`config.mk`:
```
export PLATFORM = sky130hd
export DESIGN_NAME = line_and_binary_payload_deframer_unit_flat
export DESIGN_NICKNAME = d
export VERILOG_FILES = /design/src/rtl/ldf_pkg.sv /design/src/rtl/ldf_stream_if.sv /design/src/rtl/ldf_num_parse.sv /design/src/rtl/ldf_core.sv /design/src/rtl/line_and_binary_payload_deframer_unit.sv /design/src/flat_wrapper.sv
export SDC_FILE = /design/constraint.sdc
export NUM_CORES = 1
export LEC_CHECK = 0
export ABC_AREA = 1
export BUFFER_PORTS_ARGS = -buffer_cell sky130_fd_sc_hd__buf_4
export CORE_MARGIN = 1
export CORE_UTILIZATION = 60
export DETAILED_ROUTE_END_ITERATION = 10
export PLACE_DENSITY = 0.86
export SLEW_MARGIN = 15
export SYNTH_ARGS = -nofsm -noshare
export SYNTH_HDL_FRONTEND = slang
export SYNTH_SLANG_ARGS = --single-unit
export TNS_END_PERCENT = 1
```
`constraint.sdc`:
```
create_clock -name clk_i -period 10.1 [get_ports clk_i]
set_clock_uncertainty 0.2 [all_clocks]
set_input_delay 3.03 -clock clk_i [delete_from_list [all_inputs] [get_ports clk_i]]
set_output_delay 3.03 -clock clk_i [all_outputs]
set_load 0.02 [all_outputs]
```
`src/rtl/ldf_pkg.sv`:
```
// ----------------------------------------------------------------------------
// ldf_pkg: shared types and constants of the line and payload deframer
// Holds the result layout, the line class and parse phase codes, the
// prefix characters and the default sizes of the line and cover stores.
// ----------------------------------------------------------------------------
`default_nettype none

package ldf_pkg;

  // Default store sizes
  localparam int unsigned COVER_CAPACITY_DEF = 16384;
  localparam int unsigned LINE_CAPACITY_DEF  = 512;

  // Result field widths
  localparam int unsigned KIND_W  = 2;
  localparam int unsigned DATA_W  = 8;
  localparam int unsigned INDEX_W = 14;
  localparam int unsigned LEN_W   = 15;
  localparam int unsigned NUM_W   = 32;

  // Characters of interest
  localparam logic [7:0] CHR_CR    = 8'h0D;
  localparam logic [7:0] CHR_LF    = 8'h0A;
  localparam logic [7:0] CHR_NUL   = 8'h00;
  localparam logic [7:0] CHR_SPACE = 8'h20;
  localparam logic [7:0] CHR_TAB   = 8'h09;
  localparam logic [7:0] CHR_VT    = 8'h0B;
  localparam logic [7:0] CHR_FF    = 8'h0C;
  localparam logic [7:0] CHR_PLUS  = 8'h2B;
  localparam logic [7:0] CHR_MINUS = 8'h2D;
  localparam logic [7:0] CHR_ZERO  = 8'h30;
  localparam logic [7:0] CHR_NINE  = 8'h39;
  localparam logic [7:0] CHR_S     = 8'h53;
  localparam logic [7:0] CHR_A     = 8'h41;

  // Result kinds
  typedef enum logic [KIND_W-1:0] {
    KIND_TEXT     = 2'd0,
    KIND_LINE_END = 2'd1,
    KIND_PAYLOAD  = 2'd2
  } kind_e;

  // Line class, one-hot
  typedef enum logic [3:0] {
    CLS_PEND  = 4'b0001,
    CLS_STATE = 4'b0010,
    CLS_ART   = 4'b0100,
    CLS_OTHER = 4'b1000
  } line_class_e;

  // Number parse phase, one-hot
  typedef enum logic [3:0] {
    PH_BLANK = 4'b0001,
    PH_SIGN  = 4'b0010,
    PH_DIGIT = 4'b0100,
    PH_DONE  = 4'b1000
  } num_phase_e;

  // Header number parse state
  typedef struct packed {
    num_phase_e         phase;
    logic               negative;
    logic               over;
    logic [NUM_W-1:0]   accum;
  } num_t;

  // One result word
  typedef struct packed {
    kind_e              kind;
    logic [DATA_W-1:0]  data;
    logic               kept;
    logic [INDEX_W-1:0] byte_index;
    logic               last;
    logic [LEN_W-1:0]   cover_length;
  } res_t;

  // Characters of the "ART:" prefix by position
  function automatic logic [7:0] art_char(input logic [1:0] pos);
    logic [7:0] c;
    case (pos)
      2'd0:    c = 8'h41;
      2'd1:    c = 8'h52;
      2'd2:    c = 8'h54;
      2'd3:    c = 8'h3A;
      default: c = 8'h00;
    endcase
    return c;
  endfunction

  // Characters of the "ST " prefix by position
  function automatic logic [7:0] st_char(input logic [1:0] pos);
    logic [7:0] c;
    case (pos)
      2'd0:    c = 8'h53;
      2'd1:    c = 8'h54;
      2'd2:    c = 8'h20;
      default: c = 8'h00;
    endcase
    return c;
  endfunction

endpackage

`default_nettype wire

```
`src/rtl/ldf_stream_if.sv`:
```
// ----------------------------------------------------------------------------
// ldf_stream_if: valid/ready channels of the deframer
// ldf_in_if carries received bytes, ldf_out_if carries result words.
// ----------------------------------------------------------------------------
`default_nettype none

interface ldf_in_if;
  logic       valid;
  logic       ready;
  logic [7:0] rx_byte;

  modport source (output valid, output rx_byte, input ready);
  modport sink   (input valid, input rx_byte, output ready);
endinterface

interface ldf_out_if;
  logic                           valid;
  logic                           ready;
  logic [ldf_pkg::KIND_W-1:0]     kind;
  logic [ldf_pkg::DATA_W-1:0]     data;
  logic                           kept;
  logic [ldf_pkg::INDEX_W-1:0]    byte_index;
  logic                           last;
  logic [ldf_pkg::LEN_W-1:0]      cover_length;

  modport source (output valid, output kind, output data, output kept,
                  output byte_index, output last, output cover_length,
                  input ready);
  modport sink   (input valid, input kind, input data, input kept,
                  input byte_index, input last, input cover_length,
                  output ready);
endinterface

`default_nettype wire

```
`src/rtl/ldf_num_parse.sv`:
```
// ----------------------------------------------------------------------------
// ldf_num_parse: one step of the header length parser
// Skips leading blanks, takes one sign, then folds in decimal digits and
// saturates the value once it leaves 32 bits. Any other byte ends the parse.
// ----------------------------------------------------------------------------
`default_nettype none

module ldf_num_parse (
  input  wire logic [7:0]    rx_byte_i,
  input  ldf_pkg::num_t      num_i,
  output ldf_pkg::num_t      num_o
);

  logic                          is_digit;
  logic                          is_blank;
  logic                          is_sign;
  logic [3:0]                    digit;
  logic [ldf_pkg::NUM_W+3:0]     acc_ext;
  logic [ldf_pkg::NUM_W+3:0]     prod;

  assign is_digit = (rx_byte_i >= ldf_pkg::CHR_ZERO) && (rx_byte_i <= ldf_pkg::CHR_NINE);
  assign is_blank = (rx_byte_i == ldf_pkg::CHR_SPACE) || (rx_byte_i == ldf_pkg::CHR_TAB) ||
                    (rx_byte_i == ldf_pkg::CHR_VT)    || (rx_byte_i == ldf_pkg::CHR_FF) ||
                    (rx_byte_i == ldf_pkg::CHR_LF)    || (rx_byte_i == ldf_pkg::CHR_CR);
  assign is_sign  = (rx_byte_i == ldf_pkg::CHR_PLUS) || (rx_byte_i == ldf_pkg::CHR_MINUS);
  assign digit    = 4'(rx_byte_i - ldf_pkg::CHR_ZERO);

  // accum * 10 + digit as shifts and adds
  assign acc_ext = {4'b0, num_i.accum};
  assign prod    = (acc_ext << 3) + (acc_ext << 1) + {{(ldf_pkg::NUM_W){1'b0}}, digit};

  always_comb begin
    num_o = num_i;
    if (num_i.phase != ldf_pkg::PH_DONE) begin
      if ((num_i.phase == ldf_pkg::PH_BLANK) && is_blank) begin
        num_o = num_i;
      end else if ((num_i.phase == ldf_pkg::PH_BLANK) && is_sign) begin
        num_o.negative = (rx_byte_i == ldf_pkg::CHR_MINUS);
        num_o.phase    = ldf_pkg::PH_SIGN;
      end else if (!is_digit) begin
        num_o.phase = ldf_pkg::PH_DONE;
      end else begin
        num_o.phase = ldf_pkg::PH_DIGIT;
        // Saturate once the value leaves 32 bits
        if (!num_i.over) begin
          if (prod[ldf_pkg::NUM_W+3:ldf_pkg::NUM_W] != 4'b0) begin
            num_o.over  = 1'b1;
            num_o.accum = '1;
          end else begin
            num_o.accum = prod[ldf_pkg::NUM_W-1:0];
          end
        end
      end
    end
  end

endmodule

`default_nettype wire

```
`src/rtl/ldf_core.sv`:
```
// ----------------------------------------------------------------------------
// ldf_core: deframer state and per-byte result logic
// Tracks text/binary mode, line fill, prefix class and header parse, and
// forms at most one result word for each byte it is stepped with.
// ----------------------------------------------------------------------------
`default_nettype none

module ldf_core #(
  parameter int unsigned COVER_CAPACITY = ldf_pkg::COVER_CAPACITY_DEF,
  parameter int unsigned LINE_CAPACITY  = ldf_pkg::LINE_CAPACITY_DEF
) (
  input  wire logic          clk_i,
  input  wire logic          rst_ni,
  input  wire logic          step_i,
  input  wire logic [7:0]    rx_byte_i,
  output ldf_pkg::res_t      res_o,
  output logic               res_vld_o
);

  localparam int unsigned FILL_W = $clog2(LINE_CAPACITY);
  localparam logic [FILL_W-1:0] FILL_MAX = FILL_W'(LINE_CAPACITY - 1);
  localparam logic [ldf_pkg::NUM_W-1:0] CAP_W = ldf_pkg::NUM_W'(COVER_CAPACITY);

  logic                          mode_q, mode_d;
  logic [FILL_W-1:0]             fill_q, fill_d;
  ldf_pkg::line_class_e          cls_q, cls_d;
  logic                          art_q, art_d;
  ldf_pkg::num_t                 num_q, num_d, num_nxt;
  logic [ldf_pkg::NUM_W-1:0]     exp_q, exp_d;
  logic [ldf_pkg::NUM_W-1:0]     recv_q, recv_d;
  logic [ldf_pkg::NUM_W-1:0]     hdr_val;
  logic [ldf_pkg::NUM_W-1:0]     kept_len;
  logic                          kept;
  logic                          last;

  ldf_num_parse u_num_parse (
    .rx_byte_i (rx_byte_i),
    .num_i     (num_q),
    .num_o     (num_nxt)
  );

  // Header value as it stands at line end
  always_comb begin
    if (num_q.over) begin
      hdr_val = '1;
    end else if (num_q.negative) begin
      hdr_val = '0 - num_q.accum;
    end else begin
      hdr_val = num_q.accum;
    end
  end

  // Payload position checks
  assign kept     = recv_q < CAP_W;
  assign last     = (recv_q + 1'b1) >= exp_q;
  assign kept_len = (exp_q <= CAP_W) ? exp_q : CAP_W;

  // Advance the state for one byte and form its result
  always_comb begin
    mode_d    = mode_q;
    fill_d    = fill_q;
    cls_d     = cls_q;
    art_d     = art_q;
    num_d     = num_q;
    exp_d     = exp_q;
    recv_d    = recv_q;
    res_o     = '0;
    res_vld_o = 1'b0;
    if (step_i) begin
      if (mode_q) begin
        recv_d                = recv_q + 1'b1;
        res_vld_o             = 1'b1;
        res_o.kind            = ldf_pkg::KIND_PAYLOAD;
        res_o.data            = rx_byte_i;
        res_o.kept            = kept;
        res_o.byte_index      = kept ? recv_q[ldf_pkg::INDEX_W-1:0] : '0;
        res_o.last            = last;
        if (last) begin
          mode_d             = 1'b0;
          res_o.cover_length = kept_len[ldf_pkg::LEN_W-1:0];
        end
      end else if (rx_byte_i == ldf_pkg::CHR_CR) begin
        // drop carriage returns
      end else if (rx_byte_i == ldf_pkg::CHR_LF) begin
        if (cls_q == ldf_pkg::CLS_ART) begin
          exp_d  = hdr_val;
          recv_d = '0;
          if (hdr_val != '0) begin
            mode_d = 1'b1;
          end
        end
        if (cls_q == ldf_pkg::CLS_STATE) begin
          res_vld_o  = 1'b1;
          res_o.kind = ldf_pkg::KIND_LINE_END;
        end
        fill_d         = '0;
        cls_d          = ldf_pkg::CLS_PEND;
        art_d          = 1'b0;
        num_d.phase    = ldf_pkg::PH_BLANK;
        num_d.negative = 1'b0;
        num_d.over     = 1'b0;
        num_d.accum    = '0;
      end else if (fill_q != FILL_MAX) begin
        fill_d = fill_q + 1'b1;
        case (cls_q)
          ldf_pkg::CLS_PEND: begin
            if (fill_q == '0) begin
              if (rx_byte_i == ldf_pkg::CHR_S) begin
                art_d = 1'b0;
              end else if (rx_byte_i == ldf_pkg::CHR_A) begin
                art_d = 1'b1;
              end else begin
                cls_d = ldf_pkg::CLS_OTHER;
              end
            end else if (art_q) begin
              if ((fill_q > FILL_W'(3)) || (rx_byte_i != ldf_pkg::art_char(fill_q[1:0]))) begin
                cls_d = ldf_pkg::CLS_OTHER;
              end else if (fill_q == FILL_W'(3)) begin
                cls_d       = ldf_pkg::CLS_ART;
                num_d.phase = ldf_pkg::PH_BLANK;
              end
            end else begin
              if ((fill_q > FILL_W'(2)) || (rx_byte_i != ldf_pkg::st_char(fill_q[1:0]))) begin
                cls_d = ldf_pkg::CLS_OTHER;
              end else if (fill_q == FILL_W'(2)) begin
                cls_d       = ldf_pkg::CLS_STATE;
                num_d.phase = ldf_pkg::PH_BLANK;
              end
            end
          end
          ldf_pkg::CLS_STATE: begin
            // A zero byte ends the text of the line
            if (num_q.phase != ldf_pkg::PH_DONE) begin
              if (rx_byte_i == ldf_pkg::CHR_NUL) begin
                num_d.phase = ldf_pkg::PH_DONE;
              end else begin
                res_vld_o  = 1'b1;
                res_o.kind = ldf_pkg::KIND_TEXT;
                res_o.data = rx_byte_i;
              end
            end
          end
          ldf_pkg::CLS_ART: begin
            num_d = num_nxt;
          end
          default: begin
            // ignore other lines
          end
        endcase
      end
    end
  end

  // Hold the deframer state
  always_ff @(posedge clk_i or negedge rst_ni) begin
    if (!rst_ni) begin
      mode_q         <= 1'b0;
      fill_q         <= '0;
      cls_q          <= ldf_pkg::CLS_PEND;
      art_q          <= 1'b0;
      num_q.phase    <= ldf_pkg::PH_BLANK;
      num_q.negative <= 1'b0;
      num_q.over     <= 1'b0;
      num_q.accum    <= '0;
      exp_q          <= '0;
      recv_q         <= '0;
    end else begin
      mode_q <= mode_d;
      fill_q <= fill_d;
      cls_q  <= cls_d;
      art_q  <= art_d;
      num_q  <= num_d;
      exp_q  <= exp_d;
      recv_q <= recv_d;
    end
  end

endmodule

`default_nettype wire

```
`src/rtl/line_and_binary_payload_deframer_unit.sv`:
```
// ----------------------------------------------------------------------------
// line_and_binary_payload_deframer_unit: text line and payload deframer
// Usage:
//   in_i carries one received byte per word. out_o carries result words:
//   state-line text bytes, state-line ends and cover payload bytes, the
//   last payload byte tagged with the kept cover length.
//   A byte is taken into an input register, processed by the
//   line/header/payload logic once the output register is free or being
//   emptied and, if it yields a result, written to the output register,
//   which drives out_o.valid. One byte per cycle is sustained while
//   out_o.ready does not stall the output register.
//   Bytes that yield no result (carriage returns, prefixes, header text,
//   ignored lines) are consumed without an output word.
//   When out_o.ready is low with a result waiting, the input register
//   still takes one more byte; after that in_i.ready drops until the
//   result is taken. Nothing is dropped or repeated under stalls.
//   Reset returns the block to text mode with an empty line and clears
//   the payload length and count; both registers come up empty.
// ----------------------------------------------------------------------------
`default_nettype none

module line_and_binary_payload_deframer_unit #(
  parameter int unsigned COVER_CAPACITY = ldf_pkg::COVER_CAPACITY_DEF,
  parameter int unsigned LINE_CAPACITY  = ldf_pkg::LINE_CAPACITY_DEF
) (
  input  wire logic  clk_i,
  input  wire logic  rst_ni,
  ldf_in_if.sink     in_i,
  ldf_out_if.source  out_o
);

  logic           in_vld_q;
  logic [7:0]     rx_q;
  logic           out_vld_q;
  ldf_pkg::res_t  res_q;
  ldf_pkg::res_t  res;
  logic           res_vld;
  logic           adv;
  logic           step;

  // Output register is free or being emptied this cycle
  assign adv        = !out_vld_q || out_o.ready;
  assign step       = in_vld_q && adv;
  assign in_i.ready = !in_vld_q || adv;

  ldf_core #(
    .COVER_CAPACITY (COVER_CAPACITY),
    .LINE_CAPACITY  (LINE_CAPACITY)
  ) u_core (
    .clk_i     (clk_i),
    .rst_ni    (rst_ni),
    .step_i    (step),
    .rx_byte_i (rx_q),
    .res_o     (res),
    .res_vld_o (res_vld)
  );

  // Input register: load on accept, empty when processed
  always_ff @(posedge clk_i or negedge rst_ni) begin
    if (!rst_ni) begin
      in_vld_q <= 1'b0;
    end else if (in_i.valid && in_i.ready) begin
      in_vld_q <= 1'b1;
    end else if (step) begin
      in_vld_q <= 1'b0;
    end
  end

  always_ff @(posedge clk_i) begin
    if (in_i.valid && in_i.ready) begin
      rx_q <= in_i.rx_byte;
    end
  end

  // Output register: advance when free or taken
  always_ff @(posedge clk_i or negedge rst_ni) begin
    if (!rst_ni) begin
      out_vld_q <= 1'b0;
    end else if (adv) begin
      out_vld_q <= step && res_vld;
    end
  end

  always_ff @(posedge clk_i) begin
    if (step && res_vld) begin
      res_q <= res;
    end
  end

  assign out_o.valid        = out_vld_q;
  assign out_o.kind         = res_q.kind;
  assign out_o.data         = res_q.data;
  assign out_o.kept         = res_q.kept;
  assign out_o.byte_index   = res_q.byte_index;
  assign out_o.last         = res_q.last;
  assign out_o.cover_length = res_q.cover_length;

endmodule

`default_nettype wire
```
`src/flat_wrapper.sv`:
```
// flat-port wrapper written by rule: the top's interface ports become plain ports
module line_and_binary_payload_deframer_unit_flat 
#(
  parameter int unsigned COVER_CAPACITY = ldf_pkg::COVER_CAPACITY_DEF,
  parameter int unsigned LINE_CAPACITY  = ldf_pkg::LINE_CAPACITY_DEF
)
  (clk_i, rst_ni, in_i_valid, in_i_rx_byte, in_i_ready, out_o_valid, out_o_kind, out_o_data, out_o_kept, out_o_byte_index, out_o_last, out_o_cover_length, out_o_ready);
  ldf_in_if in_i_i ();
  ldf_out_if out_o_i ();
  input  wire logic clk_i;
  input  wire logic rst_ni;
  input wire logic [$bits(in_i_i.valid)-1:0] in_i_valid;
  input wire logic [$bits(in_i_i.rx_byte)-1:0] in_i_rx_byte;
  output wire logic [$bits(in_i_i.ready)-1:0] in_i_ready;
  output wire logic [$bits(out_o_i.valid)-1:0] out_o_valid;
  output wire logic [$bits(out_o_i.kind)-1:0] out_o_kind;
  output wire logic [$bits(out_o_i.data)-1:0] out_o_data;
  output wire logic [$bits(out_o_i.kept)-1:0] out_o_kept;
  output wire logic [$bits(out_o_i.byte_index)-1:0] out_o_byte_index;
  output wire logic [$bits(out_o_i.last)-1:0] out_o_last;
  output wire logic [$bits(out_o_i.cover_length)-1:0] out_o_cover_length;
  input wire logic [$bits(out_o_i.ready)-1:0] out_o_ready;
  assign in_i_i.valid = in_i_valid;
  assign in_i_i.rx_byte = in_i_rx_byte;
  assign in_i_ready = in_i_i.ready;
  assign out_o_valid = out_o_i.valid;
  assign out_o_kind = out_o_i.kind;
  assign out_o_data = out_o_i.data;
  assign out_o_kept = out_o_i.kept;
  assign out_o_byte_index = out_o_i.byte_index;
  assign out_o_last = out_o_i.last;
  assign out_o_cover_length = out_o_i.cover_length;
  assign out_o_i.ready = out_o_ready;
  line_and_binary_payload_deframer_unit #(.COVER_CAPACITY(COVER_CAPACITY), .LINE_CAPACITY(LINE_CAPACITY)) u_core (.clk_i(clk_i), .rst_ni(rst_ni), .in_i(in_i_i), .out_o(out_o_i));
endmodule
```
Word level (Yosys, flattened, before mapping)

Cells that the tools add are included.

Logic and storage cells: 218
Bits of input ports: 12
Flip-flop bits (word level): 168
Output and inout port bits: 43

Muxes and demuxes: 92
Order comparisons: 7
Equality and inequality tests: 39
Bitwise logic cells: 3
Reductions and logical operators: 50
Add/sub/neg operators: 6

Operator list:

| operator                                                                           | number |
|---|---|
| 32-bit two-way mux                                                                 | 7 |
| 8-bit two-way mux                                                                  | 21 |
| 38-bit two-way mux                                                                 | 4 |
| 33-bit two-way mux                                                                 | 3 |
| 4-bit two-way mux                                                                  | 21 |
| 8-bit by 4-bit equality test with 1-bit output, second input constant              | 5 |
| 35-bit by 33-bit adder with 36-bit output                                          | 1 |
| 36-bit by 4-bit adder with 36-bit output                                           | 1 |
| 34-bit two-way mux                                                                 | 1 |
| 32-bit by 1-bit adder with 32-bit output, second input constant                    | 1 |
| 32-bit greater-or-equal comparator                                                 | 1 |
| 32-bit by 15-bit less-or-equal comparator with 1-bit output, second input constant | 1 |
| 32-bit by 15-bit < comparator with 1-bit output, second input constant             | 1 |
| 8-bit case mux with 4 select lines                                                 | 1 |
| 32-bit nonzero test                                                                | 1 |
| 1-bit by 32-bit subtractor with 32-bit output, first input constant                | 1 |
| 1-bit two-way mux                                                                  | 26 |
| 8-bit by 6-bit equality test with 1-bit output, second input constant              | 3 |
| 7-bit case mux with 3 select lines                                                 | 1 |
| 10-bit two-way mux                                                                 | 2 |
| 4-bit != test, second input constant                                               | 5 |
| 2-bit nonzero test                                                                 | 10 |
| 9-bit by 2-bit equality test with 1-bit output, second input constant              | 2 |
| 9-bit by 2-bit > comparator with 1-bit output, second input constant               | 2 |
| other kinds (41)                                                                   | 75 |

Logic depth before layout (Yosys ltp)

Depth after elaboration: 18
Depth in mapped cells: 23
Gate-level depth less buffers: 23

By module

Synthesis repeated with hierarchy kept, for this count alone.

Cells, all modules: 1902
Area, all modules: 13296.5 um2

By module, submodules not included:

| module                                | area each (um2) | times used | cells each |
|---|---|---|---|
| ldf_core                              | 8409.3          | 1          | 1233 |
| ldf_num_parse                         | 3309.4          | 1          | 605 |
| line_and_binary_payload_deframer_unit | 1577.8          | 1          | 64 |

Worst setup path after synthesis

No wires, ideal clock.

Kind: input to output
Start: input out_o_ready
End: output in_i_ready
Slack: 3.605 ns
Cell stages on the path: 2
Buffers on the path: 0
Data arrival time: 3.265 ns
Data required time: 6.870 ns
Cell sequence: inv_2 -> nand3_1

Cells in the longest elaborated chain, start to end: 2

Ends and longest elaborated chain:

| item             | RTL line                                    | RTL |
|---|---|---|
| start, declared  | flat_wrapper.sv:22                          | `input wire logic [$bits(out_o_i.ready)-1:0] out_o_ready;` |
| 1-bit logical OR | line_and_binary_payload_deframer_unit.sv:42 | `assign adv = !out_vld_q \|\| out_o.ready;` |
| 1-bit logical OR | line_and_binary_payload_deframer_unit.sv:44 | `assign in_i.ready = !in_vld_q \|\| adv;` |
| end, declared    | flat_wrapper.sv:14                          | `output wire logic [$bits(in_i_i.ready)-1:0] in_i_ready;` |

Every way passes these cells.

Worst setup path in the final report

Same ends and word-level chain as after synthesis.

==> impl_metrics.env <==
export IMPL_syn_area_per_cell_um2=6.99
export IMPL_synth_top_family_by_area="simple AND/OR/NAND/NOR gates"
export IMPL_clock_latency_ns=0.44
export IMPL_r2r_start="u_core.u_core.recv_q[0]$_DFFE_PN0P_"
export IMPL_ys_top_cells_by_area="dfrtp_1 (23%), nand2_1 (14%), edfxtp_1 (11%), ha_1 (10%), inv_1 (7.2%)"
export IMPL_yosys_area_share_simple_pct=32.1
export IMPL_rsz0062_at_grt="false"
export IMPL_max_freq_mhz=150
export IMPL_end_kind="output pin"
export IMPL_whs_ns=0.285
export IMPL_num_antenna_cells=0
export IMPL_cts_tree="done"
export IMPL_r2r_end="u_core.out_o.cover_length[0]$_SDFFCE_PN0P_"
export IMPL_numPortBuffers=54
export IMPL_setup_violations=0
export IMPL_period_needed_ns=6.68
export IMPL_core_area_um2=21100
export IMPL_root_buffer="clkbuf_16"
export IMPL_clock_sinks=168
export IMPL_cpMaxStageDelayCell="buf_4"
export IMPL_dp_slack_ns=3.42
export IMPL_max_stage_delay_ns=0.18
export IMPL_synth_edf_count=49
export IMPL_crit_arrival_ns=3.45
export IMPL_drc=0
export IMPL_dieWidth_um=149
export IMPL_hold_path_class="reg -> reg"
export IMPL_grt_pass1_vias=12100
export IMPL_p_total_mw=1.58
export IMPL_cts_resized=0
export IMPL_grtUsageTotal_pct=33.5
export IMPL_syn_inst=1847
export IMPL_vias=12700
export IMPL_drv_cap=0
export IMPL_syn2layout_area_growth_pct=9.23
export IMPL_synth_nets=1964
export IMPL_rrSetupSlack_ns=5.28
export IMPL_vias_per_cell=5.81
export IMPL_critPathRequiredTime_ns=6.87
export IMPL_wl_mm=35.5
export IMPL_wl_per_cell_um=16.3
export IMPL_yosysTopAreaCellShare_pct=22.7
export IMPL_holdPathStages=2
export IMPL_fin_crit_sh_pct=66.2
export IMPL_ant_nets=0
export IMPL_synth_distinct_cells=57
export IMPL_p_leak_nw=7.22
export IMPL_cp_cell_sequence="buf_4 > inv_2 > nand3_1 > buf_4"
export IMPL_synth_fa_ha_area_share_pct=10.3
export IMPL_ys_seq_area_share_pct=34.5
export IMPL_place_hpwl_mm=26.5
export IMPL_cts_max_level=4
export IMPL_synth_commonest_cells="nand2_1 (488), inv_1 (249), nor2_1 (215)"
export IMPL_grt_pass1_wl_mm=58.7
export IMPL_initial_utilization_pct=61.2
export IMPL_hold_buffers=0
export IMPL_max_slew_worst_pin_slew_ns=1.01
export IMPL_crit_buf_inv=3
export IMPL_drive_gt1_share_pct=7.36
export IMPL_hold_violations=0
export IMPL_path_clk_slew_ns=0.06
export IMPL_synth_compound_area_share_pct=11.1
export IMPL_fp_dieH_um=149
export IMPL_die_area_um2=22100
export IMPL_antenna_found_initial=0
export IMPL_ys_seq_elements=168
export IMPL_synthXorXnorAreaFrac_pct=2.65
export IMPL_hold_path_endpoint="u_core.u_core.cls_q[0]$_DFFE_PN1P_"
export IMPL_slew_headroom_pct=32.5
export IMPL_power_density_nw_per_um2=112
export IMPL_setup_worst_path_class="in -> out"
export IMPL_fin_tns_setup_ns=0
export IMPL_path_delay_family="buffers and inverters"
export IMPL_netlist_area_um2=12900
export IMPL_min_from="u_core.u_core.cls_q[0]$_DFFE_PN1P_"
export IMPL_gp_congestion=0.940
export IMPL_synthMuxAreaShare_pct=0
export IMPL_postSynth_asyncResetShare_pct=70.8
export IMPL_overflow=0
export IMPL_start_kind="input pin"
export IMPL_ys_flop_type="dfrtp_1"
export IMPL_first_pass_iters=6
export IMPL_fin_nets=2008
export IMPL_clk_path_buf_depth=2
export IMPL_status="finished clean"
export IMPL_cts_made_buffers=17
export IMPL_cp_common_cell="buf_4"
export IMPL_grt_max_degree=69
export IMPL_synth_area_leader_cell="dfrtp_1"
export IMPL_reg2regPathDepth=21
export IMPL_ios=55
export IMPL_worst_path_max_fanout=3
export IMPL_drt_iter0_drc=1245
export IMPL_ir_drop_uv=146
export IMPL_synth_warnings=0
export IMPL_yosys_cell_count_top_type="nand2_1"
export IMPL_cts_setup_buffers=0
export IMPL_fin_ws_ns=3.42
export IMPL_std_cell_rows=53
export IMPL_slew_viol_final=0
## state kept, by name, indices dropped and copies added, names as in the netlist
name / count
u_core.out_o.kept: 1
u_core.u_core.mode_q: 1
u_core.u_core.num_q: 38
u_core.u_core.cls_q: 4
u_core.u_core.recv_q: 32
u_core.out_o.kind: 2
u_core.in_vld_q: 1
u_core.u_core.exp_q: 32
u_core.out_o.last: 1
u_core.u_core.fill_q: 9
u_core.out_o.byte_index: 14
u_core.rx_q: 8
u_core.out_o.data: 8
u_core.out_o.valid: 1
u_core.u_core.art_q: 1
u_core.out_o.cover_length: 15
## how the worst max path moves through the flow
stage,slack [ns],endpoint,startpoint,cells after the start
floorplan,3.61,in_i_ready,out_o_ready,2
global route,3.38,in_i_ready,out_o_ready,4
CTS,3.42,in_i_ready,out_o_ready,4
global placement,3.42,in_i_ready,out_o_ready,4
detailed placement,3.42,in_i_ready,out_o_ready,4
finish,3.42,in_i_ready,out_o_ready,4
## placed cells by master (no fill, tap or decap), drive strengths merged, types with 3 or more instances in the layout
cell / count
o21ai: 140
nand4: 32
nand2: 494
clkinv: 6
dfrtp: 117
nor3: 38
o21bai: 8
nor4: 22
nand3: 148
ha: 103
clkbuf: 17
nor2: 221
o22ai: 22
buf: 60
xor2: 20
a21oi: 76
or2: 4
nand3b: 3
inv: 275
a21o: 3
edfxtp: 49
xnor2: 19
## stage by stage
step	cells	area [um^2]	utilization (%)
floorplan	1847	12900	-
global placement	2147	13500	64.1
detailed placement	2147	13500	64.1
CTS	2178	14100	66.9
global route	2178	14100	66.9
finish	2178	14100	66.9
## cells by family after synthesis
group	count (synthesis)
adder cells (fa/ha/maj)	105
AO/OA/AOI/OAI	263
XOR/XNOR	39
flip-flops	168
AND/OR/NAND/NOR	967
buffers and inverters	305
## worst register-to-register path, stage by stage, from the launching register on
cell and delay [ns]:
dfrtp_1 0.46, ha_1 0.24, nand3_1 0.15, nor2_1 0.27, nand2_1 0.11, nor2_1 0.13
nand4_1 0.16, inv_1 0.11, nand3_1 0.17, inv_1 0.09, nand2_1 0.06, o21ai_0 0.29
inv_1 0.09, ha_1 0.28, nand2_1 0.04, nor2_1 0.10, nand2_1 0.10, nor4_1 0.40
nand4_1 0.18, nand3_1 0.27, nand3_1 0.43, nor2_1 0.32
## metal layers
| layer | up-vias | GRT usage [%] | wire length (um) |
|---|---|---|---|
| li1 | 6146 | - | - |
| met1 | 5850 | 43.7 | 15200 |
| met2 | 544 | 54.6 | 16600 |
| met3 | 110 | 5.55 | 2430 |
| met4 | 0 | 15.2 | 1320 |
| met5 | - | 0 | 0 |
## power breakdown
group / switching, mW / leakage [nW] / total, mW / internal, mW
sequential: 0.0224 / 1.78 / 0.738 / 0.716
combinational: 0.119 / 5.15 / 0.177 / 0.0572
clock: 0.296 / 0.287 / 0.666 / 0.370
## final cells by class
class,count,area (um^2)
Inverter,270,1020
Tap cell,275,344
Clock inverter,14,160
Multi-Input combinational cell,1374,7250
Clock buffer,17,425
Fill cell,1847,6990
Sequential cell,168,4450
Timing Repair Buffer,60,450
(Power assumes the default switching activity.)
